File: src/hdl/pcx_pkg.sv
// Shared widths, codes and transfer types for the PCX run-length image decoder.
package pcx_pkg;

   localparam int COL_W  = 10;
   localparam int ROW_W  = 9;
   localparam int PAL_W  = 10;
   localparam int CNT_W  = 6;
   localparam int BYTE_W = 8;
   localparam int CSR_W  = 10;

   localparam int MAX_WIDTH     = 640;
   localparam int MAX_HEIGHT    = 480;
   localparam int PALETTE_BYTES = 768;

   localparam logic [BYTE_W-1:0] RUN_TAG        = 8'hC0;
   localparam logic [BYTE_W-1:0] PALETTE_MARKER = 8'h0C;

   localparam logic KIND_PIXEL   = 1'b0;
   localparam logic KIND_PALETTE = 1'b1;

   localparam logic CSR_IMAGE_WIDTH  = 1'b0;
   localparam logic CSR_IMAGE_HEIGHT = 1'b1;

   localparam int RSP_DATA_W = 40;
   localparam int RSP_USER_W = 2;
   localparam int USER_KIND  = 0;
   localparam int USER_DONE  = 1;

   typedef struct packed {
      logic             kind;
      logic [COL_W-1:0] column;
      logic [ROW_W-1:0] row;
      logic [PAL_W-1:0] pal_pos;
      logic [CNT_W-1:0] count;
      logic [COL_W-1:0] width;
      logic [ROW_W-1:0] height;
   } step_in_type;

   typedef struct packed {
      logic [COL_W-1:0] column;
      logic [ROW_W-1:0] row;
      logic [PAL_W-1:0] pal_pos;
      logic [CNT_W-1:0] count;
      logic [COL_W-1:0] out_column;
      logic [ROW_W-1:0] out_row;
      logic [PAL_W-1:0] out_pal;
      logic             done;
      logic             last;
   } step_out_type;

endpackage

File: src/hdl/pcx_step_unit.sv
// Shared position step: one increment and limit compare for pixel columns and palette bytes.
module pcx_step_unit (
   input  pcx_pkg::step_in_type  step_in,
   output pcx_pkg::step_out_type step_out
);
   import pcx_pkg::*;

   logic [COL_W:0] operand;
   logic [COL_W:0] limit;
   logic [COL_W:0] inc;
   logic           wrap;
   logic [ROW_W:0] row_inc;
   logic           row_end;

   assign operand = (step_in.kind == KIND_PALETTE) ? {1'b0, step_in.pal_pos}
                                                   : {1'b0, step_in.column};
   assign limit   = (step_in.kind == KIND_PALETTE) ? (COL_W+1)'(PALETTE_BYTES)
                                                   : {1'b0, step_in.width};
   assign inc     = operand + (COL_W+1)'(1);
   assign wrap    = (inc >= limit);
   assign row_inc = {1'b0, step_in.row} + (ROW_W+1)'(1);
   assign row_end = (row_inc >= {1'b0, step_in.height});

   always_comb begin
      step_out = '0;
      step_out.column  = step_in.column;
      step_out.row     = step_in.row;
      step_out.pal_pos = step_in.pal_pos;
      if (step_in.kind == KIND_PALETTE) begin
         step_out.pal_pos = inc[PAL_W-1:0];
         step_out.out_pal = step_in.pal_pos;
         step_out.count   = '0;
         step_out.done    = wrap;
      end else begin
         step_out.out_column = step_in.column;
         step_out.out_row    = step_in.row;
         if (wrap) begin
            step_out.column = '0;
            step_out.row    = row_inc[ROW_W-1:0];
            step_out.count  = '0;
            step_out.done   = row_end;
         end else begin
            step_out.column = inc[COL_W-1:0];
            step_out.count  = step_in.count - CNT_W'(1);
            step_out.done   = 1'b0;
         end
      end
      step_out.last = (step_out.count == '0);
   end

endmodule

File: src/hdl/pcx_rle_image_decoder.sv
// Top level of the PCX 8-bit run-length image body decoder.
//
// Feed the compressed image body one byte per req transaction: req_tdata holds
// the byte, req_tuser marks the first byte of an image and clears the decoder
// before that byte is handled. Each pixel or palette byte leaves as one rsp
// transaction; rsp_tlast marks the last result caused by one input byte.
// Set image width and height through the csr write port while idle.
//
// A literal pixel or palette byte is first taken into the work registers, then
// the shared step unit produces its result. A run byte only records the count,
// and the byte after it gives one result per pixel (up to 63, or to the row end).
// The step unit produces at most one result per cycle while the rsp side accepts,
// and is the limit on throughput. Run tags, markers and bytes after the end give no result.
// req_tready is low while a run or byte is being expanded.
// A stalled rsp side holds the output register and freezes the expansion.
// Synchronous reset clears the control state and rsp valid and sets width and height to one.
module pcx_rle_image_decoder (
   input  logic                              clock,
   input  logic                              reset,
   input  logic                              req_tvalid,
   output logic                              req_tready,
   input  logic [pcx_pkg::BYTE_W-1:0]        req_tdata,  // [7:0] data_byte
   input  logic                              req_tuser,  // [0] start_of_image
   output logic                              rsp_tvalid,
   input  logic                              rsp_tready,
   output logic [pcx_pkg::RSP_DATA_W-1:0]    rsp_tdata,  // value, column, row, palette_index
   output logic [pcx_pkg::RSP_USER_W-1:0]    rsp_tuser,  // item_kind, image_done
   output logic                              rsp_tlast,
   input  logic                              csr_we,
   input  logic                              csr_index,
   input  logic [pcx_pkg::CSR_W-1:0]         csr_wdata
);
   import pcx_pkg::*;

   localparam logic [1:0] PH_PIXELS  = 2'd0;
   localparam logic [1:0] PH_MARKER  = 2'd1;
   localparam logic [1:0] PH_PALETTE = 2'd2;
   localparam logic [1:0] PH_DONE    = 2'd3;

   logic [COL_W-1:0]  width_ff, width_in;
   logic [ROW_W-1:0]  height_ff, height_in;
   logic [1:0]        phase_ff, phase_in;
   logic              run_pending_ff, run_pending_in;
   logic [CNT_W-1:0]  run_count_ff, run_count_in;
   logic [COL_W-1:0]  col_ff, col_in;
   logic [ROW_W-1:0]  row_ff, row_in;
   logic [PAL_W-1:0]  pal_ff, pal_in;
   logic              busy_ff, busy_in;
   logic              work_kind_ff, work_kind_in;
   logic [BYTE_W-1:0] work_val_ff, work_val_in;
   logic [CNT_W-1:0]  work_cnt_ff, work_cnt_in;

   logic                  rsp_valid_ff, rsp_valid_in;
   logic [RSP_DATA_W-1:0] rsp_data_ff, rsp_data_in;
   logic [RSP_USER_W-1:0] rsp_user_ff, rsp_user_in;
   logic                  rsp_last_ff, rsp_last_in;

   logic         req_fire;
   logic         emit_fire;
   logic [1:0]   phase_eff;
   logic         pending_eff;
   logic [CNT_W-1:0] count_eff;
   step_in_type  step_in;
   step_out_type step_out;

   assign req_tready = !busy_ff;
   assign req_fire   = req_tvalid && !busy_ff;
   assign emit_fire  = busy_ff && (!rsp_valid_ff || rsp_tready);

   assign rsp_tvalid = rsp_valid_ff;
   assign rsp_tdata  = rsp_data_ff;
   assign rsp_tuser  = rsp_user_ff;
   assign rsp_tlast  = rsp_last_ff;

   assign step_in.kind    = work_kind_ff;
   assign step_in.column  = col_ff;
   assign step_in.row     = row_ff;
   assign step_in.pal_pos = pal_ff;
   assign step_in.count   = work_cnt_ff;
   assign step_in.width   = width_ff;
   assign step_in.height  = height_ff;

   pcx_step_unit u_step (
      .step_in  (step_in),
      .step_out (step_out)
   );

   always_comb begin
      width_in  = width_ff;
      height_in = height_ff;
      if (csr_we) begin
         unique case (csr_index)
            CSR_IMAGE_WIDTH: begin
               if (csr_wdata == '0) begin
                  width_in = COL_W'(1);
               end else if (csr_wdata > CSR_W'(MAX_WIDTH)) begin
                  width_in = COL_W'(MAX_WIDTH);
               end else begin
                  width_in = csr_wdata[COL_W-1:0];
               end
            end
            CSR_IMAGE_HEIGHT: begin
               if (csr_wdata[ROW_W-1:0] == '0) begin
                  height_in = ROW_W'(1);
               end else if (csr_wdata[ROW_W-1:0] > ROW_W'(MAX_HEIGHT)) begin
                  height_in = ROW_W'(MAX_HEIGHT);
               end else begin
                  height_in = csr_wdata[ROW_W-1:0];
               end
            end
            default: begin
            end
         endcase
      end
   end

   always_comb begin
      phase_in       = phase_ff;
      run_pending_in = run_pending_ff;
      run_count_in   = run_count_ff;
      col_in         = col_ff;
      row_in         = row_ff;
      pal_in         = pal_ff;
      busy_in        = busy_ff;
      work_kind_in   = work_kind_ff;
      work_val_in    = work_val_ff;
      work_cnt_in    = work_cnt_ff;
      phase_eff      = phase_ff;
      pending_eff    = run_pending_ff;
      count_eff      = run_count_ff;

      if (req_fire) begin
         if (req_tuser) begin
            phase_eff      = PH_PIXELS;
            pending_eff    = 1'b0;
            count_eff      = '0;
            phase_in       = PH_PIXELS;
            run_pending_in = 1'b0;
            run_count_in   = '0;
            col_in         = '0;
            row_in         = '0;
            pal_in         = '0;
         end
         work_val_in = req_tdata;
         unique case (phase_eff)
            PH_PIXELS: begin
               work_kind_in = KIND_PIXEL;
               if (pending_eff) begin
                  run_pending_in = 1'b0;
                  work_cnt_in    = count_eff;
                  busy_in        = (count_eff != '0);
               end else if ((req_tdata & RUN_TAG) == RUN_TAG) begin
                  run_pending_in = 1'b1;
                  run_count_in   = req_tdata[CNT_W-1:0];
               end else begin
                  work_cnt_in = CNT_W'(1);
                  busy_in     = 1'b1;
               end
            end
            PH_MARKER: begin
               if (req_tdata == PALETTE_MARKER) begin
                  phase_in = PH_PALETTE;
                  pal_in   = '0;
               end else begin
                  phase_in = PH_DONE;
               end
            end
            PH_PALETTE: begin
               work_kind_in = KIND_PALETTE;
               work_cnt_in  = CNT_W'(1);
               busy_in      = 1'b1;
            end
            PH_DONE: begin
            end
            default: begin
            end
         endcase
      end else if (emit_fire) begin
         col_in      = step_out.column;
         row_in      = step_out.row;
         pal_in      = step_out.pal_pos;
         work_cnt_in = step_out.count;
         busy_in     = !step_out.last;
         if (step_out.done) begin
            phase_in = (work_kind_ff == KIND_PALETTE) ? PH_DONE : PH_MARKER;
         end
      end
   end

   always_comb begin
      rsp_valid_in = rsp_valid_ff;
      rsp_data_in  = rsp_data_ff;
      rsp_user_in  = rsp_user_ff;
      rsp_last_in  = rsp_last_ff;
      if (rsp_valid_ff && rsp_tready) begin
         rsp_valid_in = 1'b0;
      end
      if (emit_fire) begin
         rsp_valid_in = 1'b1;
         rsp_data_in  = RSP_DATA_W'({step_out.out_pal, step_out.out_row,
                                     step_out.out_column, work_val_ff});
         rsp_user_in  = {step_out.done, work_kind_ff};
         rsp_last_in  = step_out.last;
      end
   end

   always_ff @(posedge clock) begin
      if (reset) begin
         width_ff       <= COL_W'(1);
         height_ff      <= ROW_W'(1);
         phase_ff       <= PH_PIXELS;
         run_pending_ff <= 1'b0;
         run_count_ff   <= '0;
         col_ff         <= '0;
         row_ff         <= '0;
         pal_ff         <= '0;
         busy_ff        <= 1'b0;
         work_cnt_ff    <= '0;
         rsp_valid_ff   <= 1'b0;
      end else begin
         width_ff       <= width_in;
         height_ff      <= height_in;
         phase_ff       <= phase_in;
         run_pending_ff <= run_pending_in;
         run_count_ff   <= run_count_in;
         col_ff         <= col_in;
         row_ff         <= row_in;
         pal_ff         <= pal_in;
         busy_ff        <= busy_in;
         work_cnt_ff    <= work_cnt_in;
         rsp_valid_ff   <= rsp_valid_in;
      end
   end

   always_ff @(posedge clock) begin
      work_kind_ff <= work_kind_in;
      work_val_ff  <= work_val_in;
      rsp_data_ff  <= rsp_data_in;
      rsp_user_ff  <= rsp_user_in;
      rsp_last_ff  <= rsp_last_in;
   end

   a_pending_only_in_pixels: assert property (@(posedge clock) disable iff (reset)
      (phase_ff != PH_PIXELS) |-> !run_pending_ff)
      else $error("run pending outside pixel phase");

   a_busy_has_work: assert property (@(posedge clock) disable iff (reset)
      busy_ff |-> (work_cnt_ff != '0))
      else $error("expansion active with zero count");

   a_done_is_last: assert property (@(posedge clock) disable iff (reset)
      (rsp_valid_ff && rsp_user_ff[USER_DONE]) |-> rsp_last_ff)
      else $error("image end result not last of its byte");

   a_last_frees_input: assert property (@(posedge clock) disable iff (reset)
      (emit_fire && step_out.last) |=> !busy_ff)
      else $error("expansion did not end after last result");

endmodule

File: config.mk
export PLATFORM = sky130hd
export DESIGN_NAME = pcx_rle_image_decoder
export DESIGN_NICKNAME = d
export VERILOG_FILES = /design/src/hdl/pcx_pkg.sv /design/src/hdl/pcx_step_unit.sv /design/src/hdl/pcx_rle_image_decoder.sv
export SDC_FILE = /design/constraint.sdc
export NUM_CORES = 1
export LEC_CHECK = 0
export BUFFER_PORTS_ARGS = -buffer_cell sky130_fd_sc_hd__clkbuf_2
export CAP_MARGIN = 5
export CORE_UTILIZATION = 40
export DETAILED_ROUTE_END_ITERATION = 6
export SKIP_CTS_REPAIR_TIMING = 1
export SYNTH_ARGS = -nofsm -noshare
export SYNTH_HDL_FRONTEND = slang
export SYNTH_SLANG_ARGS = --single-unit
File: constraint.sdc
create_clock -name clock -period 4 [get_ports clock]
set_clock_uncertainty 0.05 [all_clocks]
set_input_delay 1 -clock clock [delete_from_list [all_inputs] [get_ports clock]]
set_output_delay 1 -clock clock [all_outputs]
set_load 0.05 [all_outputs]
==> results, run 1 <==
- The detailed-router iteration count before antenna repair is 5.
- The total of buffers placed on input and output ports is 66.
- Counting along the longest clock path gives a buffer depth of 2.
- Entering global routing, the biggest net connects 47 pins.
- In this run the tightest slew margin relative to its limit is 50.92%.
- The run finished with clean final reports.
- The parity-gate share of the synthesized area counting xor and xnor cells is 2.431%.
- The congestion estimate from routability-driven global placement came to 0.8857.
- The overall via count from detail_route is 4938.
- The portion of synthesized area spent on multiplexers is 1.280%.
- Excluding fillers, the count of instances in the completed layout stands at 881.
- Setup repair after global routing left no endpoint under its margin.
- After the last flow step, the layout net total stands at 733.
- The worst hold-check path type is reg -> reg.
- The actual slew at the worst max-slew pin is 0.7362 ns.
- The cell area after synthesis is 0.005766 sq mm.
- The detail route stage leaves a number of antenna-violating nets equal to 0.
- After detailed placement, the design holds a cell count of 850.
- Clock latency on the worst-skew pair, taken at its later pin, is 0.42 ns.
- sky130_fd_sc_hd__edfxtp_1 takes more of the synthesized area than any other cell.
- Setup violations remaining at the end of the flow were counted as 0.
- The internal power of the cells totals 2.423 mW.
- The final hold violation count is 0.
- Dividing the final minimum period by the clock period gives 94.63%.
- Along the worst path, the maximum fanout reaches 12.
- The completed layout was analyzed and its total power is 3.525 mW.
- The number of rows in the core area is 43.
- For this run, the number of Yosys warnings is 0.
- Of the synthesized area, sequential elements account for 48.09%.
- 70 I/O pins were placed.
- The chip height is 122.1 um.
- The signal arrival time at the worst endpoint is 4.09 ns.
- TritonCTS built the clock tree.
- VDD sags by at most 0.2502 mV.
- In the layout the commonest cells are 66 x sky130_fd_sc_hd__clkbuf_2, 65 x sky130_fd_sc_hd__dfxtp_1, 61 x sky130_fd_sc_hd__nor2_1.
- The fraction of synthesis flops using an asynchronous set or reset pin is 0%.
- The category of the critical setup timing path is reg -> reg.
- The via count of the first global-routing pass came to 4759.
- The number of standard cells after synthesis is 614.
- The aggregate global-route resource usage is 21.16%.
- The average cell area after synthesis is 9.390 sq um.
- The clock period minus final worst setup slack is 3.785 ns.
- The top cell type by area accounts for 25.52% of the synthesized area.
- The reported leakage power is 2.663 nW.
- The width of the die is 122.1 um.
- After filler insertion, the fill cell instance count of the layout stands at 1322.
- The total overflow left after global routing is 0.
- The cell sitting at the root of the clock tree is a sky130_fd_sc_hd__clkbuf_16.
- The post-route netlist has 18.26% of its cells at a drive strength greater than 1.
- The number of maximum-capacitance violations is 0.
- The simple logic cell fraction of the synthesized area is 23.03%.
- For this design the total switching power over the nets is 1.102 mW.
- By area the synthesized netlist is led by sky130_fd_sc_hd__edfxtp_1 26%, sky130_fd_sc_hd__dfxtp_1 23%, sky130_fd_sc_hd__a21oi_1 4.2%.
- The share of total power dissipated in the clock network is 39.7%.
- After legalization and detailed placement, the total HPWL measured 10740 um.
- The register bit count reported by yosys is 114.
- The first routing iteration left 320 violations.
- The count of final max-slew check failures is 0.
- The number of inserted diodes is 0.
- In the synthesized netlist the dominant register cell turns out to be sky130_fd_sc_hd__dfxtp_1.
- The TritonCTS buffer count is 17.
- The finished cells cover 0.006869 sq mm.
- The clock net sink count is 114.
- The die area is 0.01490 sq mm.
- For this configuration, the core starts out at a cell density of 41.22%.
- Counting distinct cell types in the post-synthesis netlist gives 64.
- The most common cell after layout, fill and taps aside is sky130_fd_sc_hd__clkbuf_2.
- Power spread over the standard cell area amounts to 513.2 mW/mm^2.
- The clock-pin transition on the worst setup and hold timing paths is 0.05 ns.
- The summed negative setup slack over all endpoints is 0 ns.
- Net switching is 31.27% of the power.
- The area of the core is 0.01399 sq mm.
- The wire length of the first global-routing pass is 23950 um.
- The endpoint type of the worst setup path is a flip-flop.
- The number of enable-type register cells in the synthesized netlist is 49.
- The data required time of the critical path is 4.30 ns.
- The total wire length after detailed routing is 14990 um.
- After detailed placement, the total cell area comes to 0.006326 sq mm.
- The number of antenna violations at the first check in global routing came to 0.
- Of the total power, registers draw 39.4%.
- STA classifies the critical path startpoint as a flip-flop.
- The clock tree synthesis step divided the H-tree into 4 levels.
- In the routed design, unresolved DRC markers number 0.
- Dividing the detail-routed via count by the number of cells gives 5.605.
- The largest family of logic cells by synthesized area is simple AND/OR/NAND/NOR gates.
- The compound-gate portion of the synthesized area is 16.58%.
- Compared with the post-synthesis result, the final layout area differs by 19.14%.
- The fraction of the mapped netlist area in adder cells is 4.123%.
- Of the total power, combinational logic draws 20.9%.
- The highest clock rate is 264.2 MHz.
- Dividing the detail-routed wire length by the instance count gives 17.01 um.
critical path, stage by stage, from the launching register on:
cell and delay (ns):
sky130_fd_sc_hd__edfxtp_1 0.52, sky130_fd_sc_hd__buf_4 0.23, sky130_fd_sc_hd__and2_1 0.17, sky130_fd_sc_hd__or2_2 0.31, sky130_fd_sc_hd__xor2_1 0.19, sky130_fd_sc_hd__ha_1 0.25
sky130_fd_sc_hd__a2111oi_2 0.40, sky130_fd_sc_hd__o22ai_1 0.15, sky130_fd_sc_hd__a221o_1 0.41, sky130_fd_sc_hd__o211a_1 0.26, sky130_fd_sc_hd__buf_4 0.18, sky130_fd_sc_hd__or4b_1 0.51
sky130_fd_sc_hd__o21ai_1 0.08
state kept, by name (all words and copies together), names as in the netlist, 2 cells and up:
signal / flops
col_ff: 10
row_ff: 9
work_val_ff: 8
run_count_ff: 6
width_ff: 10
rsp_tdata: 37
phase_ff: 2
rsp_tuser: 2
pal_ff: 10
work_cnt_ff: 6
height_ff: 9
synthesized netlist by cell type, drive strengths merged (5+ instances only):
| master | instances |
|---|---|
| nand4 | 19 |
| or2 | 7 |
| nor2b | 24 |
| xor2 | 8 |
| nor2 | 61 |
| a21o | 7 |
| o221ai | 5 |
| o21ai | 20 |
| a31oi | 10 |
| a22oi | 15 |
| a21oi | 48 |
| clkbuf | 18 |
| nand2 | 50 |
| edfxtp | 49 |
| nor4 | 7 |
| o211ai | 8 |
| nand3 | 28 |
| inv | 23 |
| and3 | 7 |
| buf | 16 |
| ha | 19 |
| nand2b | 8 |
| dfxtp | 65 |
| xnor2 | 8 |
| a22o | 6 |
| nor3 | 8 |
| and2 | 16 |
cell type report:
class	count	area, sq um	share of cell area, %
clock buffers	24	481.7	7.013
clock inverters	7	61.31	0.8925
inverters	23	86.33	1.257
multi-input cells	445	2746	39.98
flip-flops and latches	114	2773	40.36
well taps	180	225.2	3.279
repair buffers	88	495.5	7.213
power groups by stage:
stage                     sequential, mW  combinational [mW]  clock [mW]
after floorplan                     1.60               0.337           0
after global placement              1.41               0.722           0
after detailed placement            1.41               0.732           0
after CTS                           1.39               0.734        1.41
after global routing                1.40               0.797        1.46
final                               1.39               0.736        1.40
final timing paths:
| path | startpoint | to | slack, ns | cells past startpoint |
|---|---|---|---|---|
| worst max-delay path | work_kind_ff | col_ff[6] | 0.21 | 12 |
| worst max register to register | work_kind_ff | col_ff[6] | 0.21 | 12 |
| worst min register to register | work_val_ff[3] | rsp_tdata[3] | 0.37 | 0 |
| worst min-delay path | work_val_ff[3] | rsp_tdata[3] | 0.37 | 0 |
per-stage QoR:
stage	hold slack (ns)	utilization [%]	worst slack, ns
after floorplan	0.3503	-	0.1515
after global placement	0.3507	45.22	0.3389
after detailed placement	0.3562	45.22	0.2315
after CTS	0.3684	49.11	0.2252
after global routing	0.3814	49.11	0.01879
final	0.3689	49.11	0.2149
logic make-up (layout without fill, tap and decap cells):
group,count (synthesis),after routing
other,1,3
adders and majority gates,19,19
and+or+nand+nor,256,256
AOI/OAI and AO/OA,144,144
DFF,114,114
muxes,7,7
xor gates and xnor gates,16,16
buffers and inverters,57,142
per-layer routing:
| metal | routed length, um | up-vias | global-route usage [%] |
|---|---|---|---|
| met5 | 0 | - | 0 |
| met2 | 6879 | 167 | 32.73 |
| li1 | - | 2392 | - |
| met1 | 6839 | 2354 | 28.30 |
| met4 | 329 | 0 | 9.680 |
| met3 | 938 | 25 | 4.401 |
(Power assumes the default switching activity.)
==> inputs of run 2 (changes only) <==
- SYNTH_HIERARCHICAL: unset -> 1
==> results, run 2 <==
- The largest fanout on the critical path is 6.
- Net switching is 28.36% of the power.
- Entering global routing, the biggest net connects 45 pins.
- After synthesis, the share of flip-flops with an asynchronous set or reset is 0%.
- The kind of launch point of the worst setup path is a flip-flop.
- The source-to-sink clock delay at the later pin of the worst-skew pair is 0.42 ns.
- After synthesis, the most frequently instantiated cells are 65 x sky130_fd_sc_hd__dfxtp_1, 54 x sky130_fd_sc_hd__nand2_1, 53 x sky130_fd_sc_hd__nor2_1.
- In this run the horizontal extent of the chip is 121.1 um.
- For the worst setup path, the data arrival time is 4.04 ns.
- After routing, the total negative slack on setup checks comes to 0 ns.
- Cell internal power was estimated by the tool at 2.275 mW.
- Input and output buffers added on the ports amount to 66.
- The maximum cell stage delay along the critical path is 0.44 ns.
- The smallest clock period supported by the final layout is computed as 3.802 ns.
- The kind of cell with the highest combined delay on the critical path is compound AO/OA/AOI/OAI gates.
- In the layout the commonest cells are 66 x sky130_fd_sc_hd__clkbuf_2, 65 x sky130_fd_sc_hd__dfxtp_1, 54 x sky130_fd_sc_hd__nand2_1.
- In this run the clock root is driven by a sky130_fd_sc_hd__clkbuf_16.
- Summing every instance area after synthesis gives 0.005669 sq mm.
- The number of antenna violations at the first check in global routing is 0.
- The synthesized design contains 49 enable-type register cells.
- Counting distinct cell types in the post-synthesis netlist gives 66.
- The combinational cell fraction of total power is 15.2%.
- The critical path is of the reg -> reg type.
- The sequential fraction of the synthesis area is 48.91%.
- For this run, the top clock speed supported by timing is 263.1 MHz.
- The library cell used most frequently in the layout, excluding fill and tap cells, is sky130_fd_sc_hd__clkbuf_2.
- The via count of the first global-routing pass is 4181.
- STA classifies the critical path endpoint as a flip-flop.
- The critical path goes through nor2b_1 > a21o_1 > ha_4 > nand4b_1 > a222oi_1 > buf_4 > xnor2_1 > ha_1 > a21o_1 > a21o_1 > a21oi_2 > o21a_1 > buf_4 > nor2_4 > mux2_1 > a22oi_1 > nor2_1.
- The number of inserted diodes is 0.
- In this run the remaining antenna-violating nets after routing total 0.
- Data on the critical path is required at its endpoint by 4.24 ns.
- The area growth from synthesis to layout is 19.05%.
- In the final design database the tool counted 679 nets.
- Together, buffers and inverters on the worst path number 2.
- Across the whole layout, storage elements account for 0.002773 sq mm.
- The final hold violation count is 0.
- The final estimated routing congestion in global placement is 0.8572.
- The first global-routing pass estimated 21650 um of wire.
- Counting along the longest clock path gives a buffer depth of 2.
- The DRC marker count from the first detailed-route iteration is 277.
- The layout has 1270 filler cells.
- After detailed routing, the number of remaining DRC violations is 0.
- After clock tree synthesis, the clock-pin slew on the worst setup and hold paths is 0.06 ns.
- The fraction of power consumed by sequential logic is 41.8%.
- The number of rows in the core area is 43.
- The number of maximum-capacitance violations is 0.
- In the final layout, the share of cells above drive strength 1 is 20.03%.
- Once the floorplan was initialized, standard cells occupied 41.00% of the core.
- The count of H-tree levels built during CTS is 4.
- The cell area after layout is 0.006749 sq mm.
- The most frequent cell on the critical path is sky130_fd_sc_hd__a21o_1.
- The share of the clock period used by the worst path is 95.04%.
- The portion of synthesized cell area occupied by the leading cell type is 25.95%.
- The library cell with the highest instance count after synthesis is sky130_fd_sc_hd__dfxtp_1.
- The worst hold-check path type is reg -> reg.
- After detailed placement, the total cell area comes to 0.006178 sq mm.
- The clock tree from TritonCTS is done.
- The die area is 0.01465 sq mm.
- The analysis attributes to cell leakage a power of 2.687 nW.
- For this run, the detailed router's first-pass iteration total came to 5.
- For this block, the routed nets add up to 13270 um of wire.
- The overall via count from detail_route is 4483.
- Of the total power, the clock network draws 43.0%.
- 70 I/O pins were placed.
- The number of standard cells after synthesis is 561.
- The switching power total is 0.9007 mW.
- The clock drives 114 sinks.
- The slowest stage of the critical path belongs to the cell sky130_fd_sc_hd__edfxtp_1.
- The total area of multi-input combinational cells is 0.002730 sq mm.
- The actual slew at the worst max-slew pin is 0.9883 ns.
- The number of warnings printed during yosys synthesis is 6.
- For this run, the leading register cell type out of synthesis is sky130_fd_sc_hd__dfxtp_1.
- IR analysis of the VDD net gives a maximum drop of 0.3104 mV.
- The power density relative to cell area is 470.5 mW/mm^2.
- The worst pin sits at a relative slew slack of 34.11%.
- The area of the core is 0.01383 sq mm.
- Setup violations remaining at the end of the flow were counted as 0.
- Summed over all nets, the half-perimeter wirelength after detailed placement is 9324 um.
- The register bit count reported by yosys is 114.
- The TritonCTS buffer count is 17.
- After global routing the overflow that remains totals 0.
- By area the synthesized netlist is led by sky130_fd_sc_hd__edfxtp_1 26%, sky130_fd_sc_hd__dfxtp_1 23%, sky130_fd_sc_hd__ha_1 5.1%.
- In the final routed layout, each cell accounts on average for 16.10 um.
- The leading area contributor after synthesis is sky130_fd_sc_hd__edfxtp_1.
- The average instance in the mapped netlist occupies 10.11 sq um.
- The chip height is 121.1 um.
- The register with the most flip-flops in the layout has 37 of them.
- The flow ran to the end, and the final reports show no timing, DRC or antenna violations.
- The count of final max-slew check failures is 0.
- The aggregate global-route resource usage is 19.17%.
- After detailed routing, the number of vias per cell comes to 5.441.
-- run 2: area by class of cell --
cell class	count	area share, %
repair buffers	77	6.118
well taps	180	3.337
inverters	17	0.9455
clock buffers	23	7.249
flip-flops and latches	114	41.08
clock inverters	9	0.8157
multi-input cells	404	40.45
-- run 2: through the flow --
step | std cells | hold WS [ns] | power, mW | util, % | setup WS, ns
after global placement | 790 | 0.3519 | 1.822 | 44.68 | 0.2560
after CTS | 822 | 0.3678 | 3.203 | 48.62 | 0.1529
after global routing | 824 | 0.3696 | 3.302 | 48.81 | -0.01562
after floorplan | 563 | 0.3503 | 1.713 | - | 0.02671
after detailed placement | 790 | 0.3545 | 1.828 | 44.68 | 0.1640
final | 824 | 0.3664 | 3.176 | 48.81 | 0.1985
-- run 2: routing by layer --
metal | part of all wire, % | track usage (%) | vias up
met5 | 0 | 0 | -
met1 | 49 | 26.29 | 2157
met2 | 45 | 28.86 | 124
met3 | 5.1 | 5.310 | 15
met4 | 1.4 | 6.559 | 0
li1 | - | - | 2187
-- run 2: final timing paths --
path | from | end | slack [ns] | cells past startpoint
worst min register to register | work_val_ff[0] | rsp_tdata[0] | 0.37 | 0
worst max register to register | work_kind_ff | row_ff[1] | 0.20 | 17
worst min-delay path | work_val_ff[0] | rsp_tdata[0] | 0.37 | 0
worst max-delay path | work_kind_ff | row_ff[1] | 0.20 | 17
-- run 2: power by group through the flow --
stage	Combinational, mW	Clock, mW	Sequential, mW
finish	0.482	1.36	1.33
global route	0.521	1.45	1.34
CTS	0.477	1.40	1.33
detailed placement	0.475	0	1.35
global placement	0.471	0	1.35
floorplan	0.268	0	1.44
-- run 2: logic make-up (layout without fill, tap and decap cells) --
kind of cell | Yosys count | after routing | synth area share [%]
simple gates | 202 | 202 | 18.34
compound gates | 135 | 135 | 17.46
flops | 114 | 114 | 48.91
buf+inv | 45 | 126 | 3.641
xor+xnor | 35 | 35 | 5.407
fa+ha+maj | 23 | 23 | 5.076
mux | 6 | 6 | 1.104
other cells | 1 | 3 | 0.06615
-- run 2: worst register-to-register path, delay by kind of cell (launching register included) --
kind	cells	cell delay, ns
AO/OA/AOI/OAI	7	1.45
AND/OR/NAND/NOR	4	0.48
multiplexers	1	0.31
flip-flops	1	0.44
adder cells (fa/ha/maj)	2	0.46
XOR/XNOR	1	0.11
buffers and inverters	2	0.37
==> inputs of run 3 (changes only) <==
- CORE_ASPECT_RATIO: unset -> 0.8
==> results, run 3 (synthesis results as in run 2) <==
- The run finished with clean final reports.
- At the pin with the least slew margin, the transition time is 0.9682 ns.
- The worst slew slack as a fraction of its limit is 35.45%.
- The number of antenna diodes in the final layout is 0.
- The setup slack after layout is 0.2122 ns.
- Clock tree synthesis selected as its root buffer the cell sky130_fd_sc_hd__clkbuf_16.
- Clock-pin slew was measured on the worst setup and hold paths at 0.05 ns.
- Summed over all nets, the switching power comes to 0.8946 mW.
- The aggregate global-route resource usage is 19.19%.
- The number of maximum-capacitance violations is 0.
- The total wire length after detailed routing is 13150 um.
- The count of final max-slew check failures is 0.
- Per report_power, the combinational group accounts for 14.8% of the total.
- The number of antenna violations at the first check in global routing is 0.
- The detailed-router iteration count before antenna repair is 5.
- The number of clock buffers added by TritonCTS is 17.
- The category of the critical setup timing path is reg -> reg.
- The source-to-sink clock delay at the later pin of the worst-skew pair is 0.42 ns.
- Leaving out filler cells and counting taps, the final layout contains 830.
- The post-detailed-route DRC marker count is 0.
- The detailed placer's ending HPWL is 9382 um.
- The number of placed instances, taps included, is 796.
- Sequential cells account for 40.4% of the total power.
- The internal power consumption is 2.392 mW.
- The register with the most flip-flops in the layout has 37 of them.
- The wire length of the first global-routing pass is 21380 um.
- Counting every sink on the clock net gives 114.
- The via count of the first global-routing pass is 4136.
- The net count of the finished layout is 685.
- The initial core utilization is 41.40%.
- Entering global routing, the biggest net connects 46 pins.
- The worst path uses 94.70% of the clock period.
- The worst hold-check path type is reg -> reg.
- The post-route netlist has 20.15% of its cells at a drive strength greater than 1.
- The average wire per cell in the routed design is 15.85 um.
- Hold timing on the final database bottoms out at a slack of 0.3660 ns.
- The switching power as a share of total power is 27.22%.
- For this design the static power due to leakage is 2.728 nW.
- The endpoint type of the worst setup path is a flip-flop.
- The number of rows in the core area is 38.
- The clock tree from TritonCTS is done.
- From bottom edge to top edge, the die measures 108.5 um.
- The width of the die is 135.1 um.
- At the end of routability-driven placement, the weighted congestion stood at 0.8626.
- The clock period minus final worst setup slack is 3.788 ns.
- Across all layers, the routed design uses 4474 vias.
- Derived from the worst setup path, the maximum achievable clock frequency is 264.0 MHz.
- The overall power is 3.287 mW.
- The clock network is responsible for 44.8% of the overall power.
- In this run the number of H-tree levels came out at 4.
- The floorplan step defined a die boundary enclosing 0.01466 sq mm.
- The kind of launch point of the worst setup path is a flip-flop.
- The signal arrival time at the worst endpoint is 4.02 ns.
- For this run the aggregate overflow at the end of global routing stands at 0.
- The summed negative setup slack over all endpoints is 0 ns.
- Using the TritonRoute via totals, the vias-per-cell ratio works out to 5.390.
- STA puts the critical path data required time at 4.23 ns.
- Prior to clock tree synthesis, the placed netlist has a worst setup slack of 0.1815 ns.
- The power density relative to cell area is 482.4 mW/mm^2.
- The DRC marker count from the first detailed-route iteration is 399.
- Buffers placed on the I/O ports in this run total 66.
- The library cell used most frequently in the layout, excluding fill and tap cells, is sky130_fd_sc_hd__clkbuf_2.
- The worst vdd rail ir drop is 0.3112 mV.
- Of all nets on the critical path, the largest fanout is 7.
- 70 I/O pins were placed.
- Counting along the longest clock path gives a buffer depth of 2.
- The core region is 0.01369 sq mm.
- The number of routed nets with antenna violations is 0.
- The count of endpoints failing setup in the final report is 0.
- In the layout the commonest cells are 66 x sky130_fd_sc_hd__clkbuf_2, 65 x sky130_fd_sc_hd__dfxtp_1, 54 x sky130_fd_sc_hd__nand2_1.
- The area growth from synthesis to layout is 20.19%.
- The final hold violation count is 0.
==> run 3: changes by cell type in the layout (fill, tap and decap cells not counted), moves of 2 or more <==
cell                        delta
sky130_fd_sc_hd__clkinv_1      +3
sky130_fd_sc_hd__buf_4         +6
sky130_fd_sc_hd__bufinv_16     +3
sky130_fd_sc_hd__clkbuf_8      -2
==> run 3: layout make-up <==
type,count,area [sq um]
clock buffers,19,432.9
well taps,180,225.2
repair buffers,83,457.9
flip-flops and latches,114,2773
multi-input cells,404,2719
clock inverters,13,142.6
inverters,17,63.81
fillers,1260,6879
==> run 3: metrics by stage <==
| stage | area, sq um | utilization (%) |
|---|---|---|
| final | 6814 | 49.76 |
| after global routing | 6814 | 49.76 |
| after CTS | 6799 | 49.65 |
| after detailed placement | 6223 | 45.45 |
| after global placement | 6223 | 45.45 |
| after floorplan | 5732 | - |
==> run 3: critical path, cell delays in order, from the launching register on <==
cell and delay [ns]:
sky130_fd_sc_hd__edfxtp_1 0.48, sky130_fd_sc_hd__nor2b_1 0.19, sky130_fd_sc_hd__a21o_1 0.17, sky130_fd_sc_hd__ha_4 0.20
sky130_fd_sc_hd__nand4b_1 0.18, sky130_fd_sc_hd__a222oi_1 0.38, sky130_fd_sc_hd__buf_4 0.18, sky130_fd_sc_hd__xnor2_1 0.12
sky130_fd_sc_hd__ha_1 0.26, sky130_fd_sc_hd__a21o_1 0.18, sky130_fd_sc_hd__a21o_1 0.19, sky130_fd_sc_hd__a21oi_2 0.14
sky130_fd_sc_hd__o21a_1 0.18, sky130_fd_sc_hd__buf_4 0.18, sky130_fd_sc_hd__nor2_4 0.04, sky130_fd_sc_hd__mux2_1 0.31
sky130_fd_sc_hd__a22oi_1 0.17, sky130_fd_sc_hd__nor2_1 0.06
==> run 3: final timing paths <==
kind	from	to	slack [ns]	depth (start not counted)
worst max-delay path	work_kind_ff	row_ff[1]	0.21	17
worst min-delay path	work_val_ff[0]	rsp_tdata[0]	0.37	0
worst max register to register	work_kind_ff	row_ff[1]	0.21	17
worst min register to register	work_val_ff[0]	rsp_tdata[0]	0.37	0
==> run 3: per-layer routing <==
layer	wire, um	share of wire (%)	GRT usage (%)	vias to the layer above
li1	-	-	-	2198
met1	6725	51	27.06	2124
met2	5506	42	27.40	138
met3	744	5.7	5.860	14
met4	177	1.3	6.982	0
met5	0	0	0	-
==> run 3: power groups by stage <==
stage | clock network [mW] | logic [mW] | registers (mW)
final | 1.47 | 0.488 | 1.33
after global routing | 1.54 | 0.528 | 1.33
after CTS | 1.50 | 0.486 | 1.33
after detailed placement | 0 | 0.483 | 1.35
after global placement | 0 | 0.480 | 1.35
after floorplan | 0 | 0.268 | 1.44
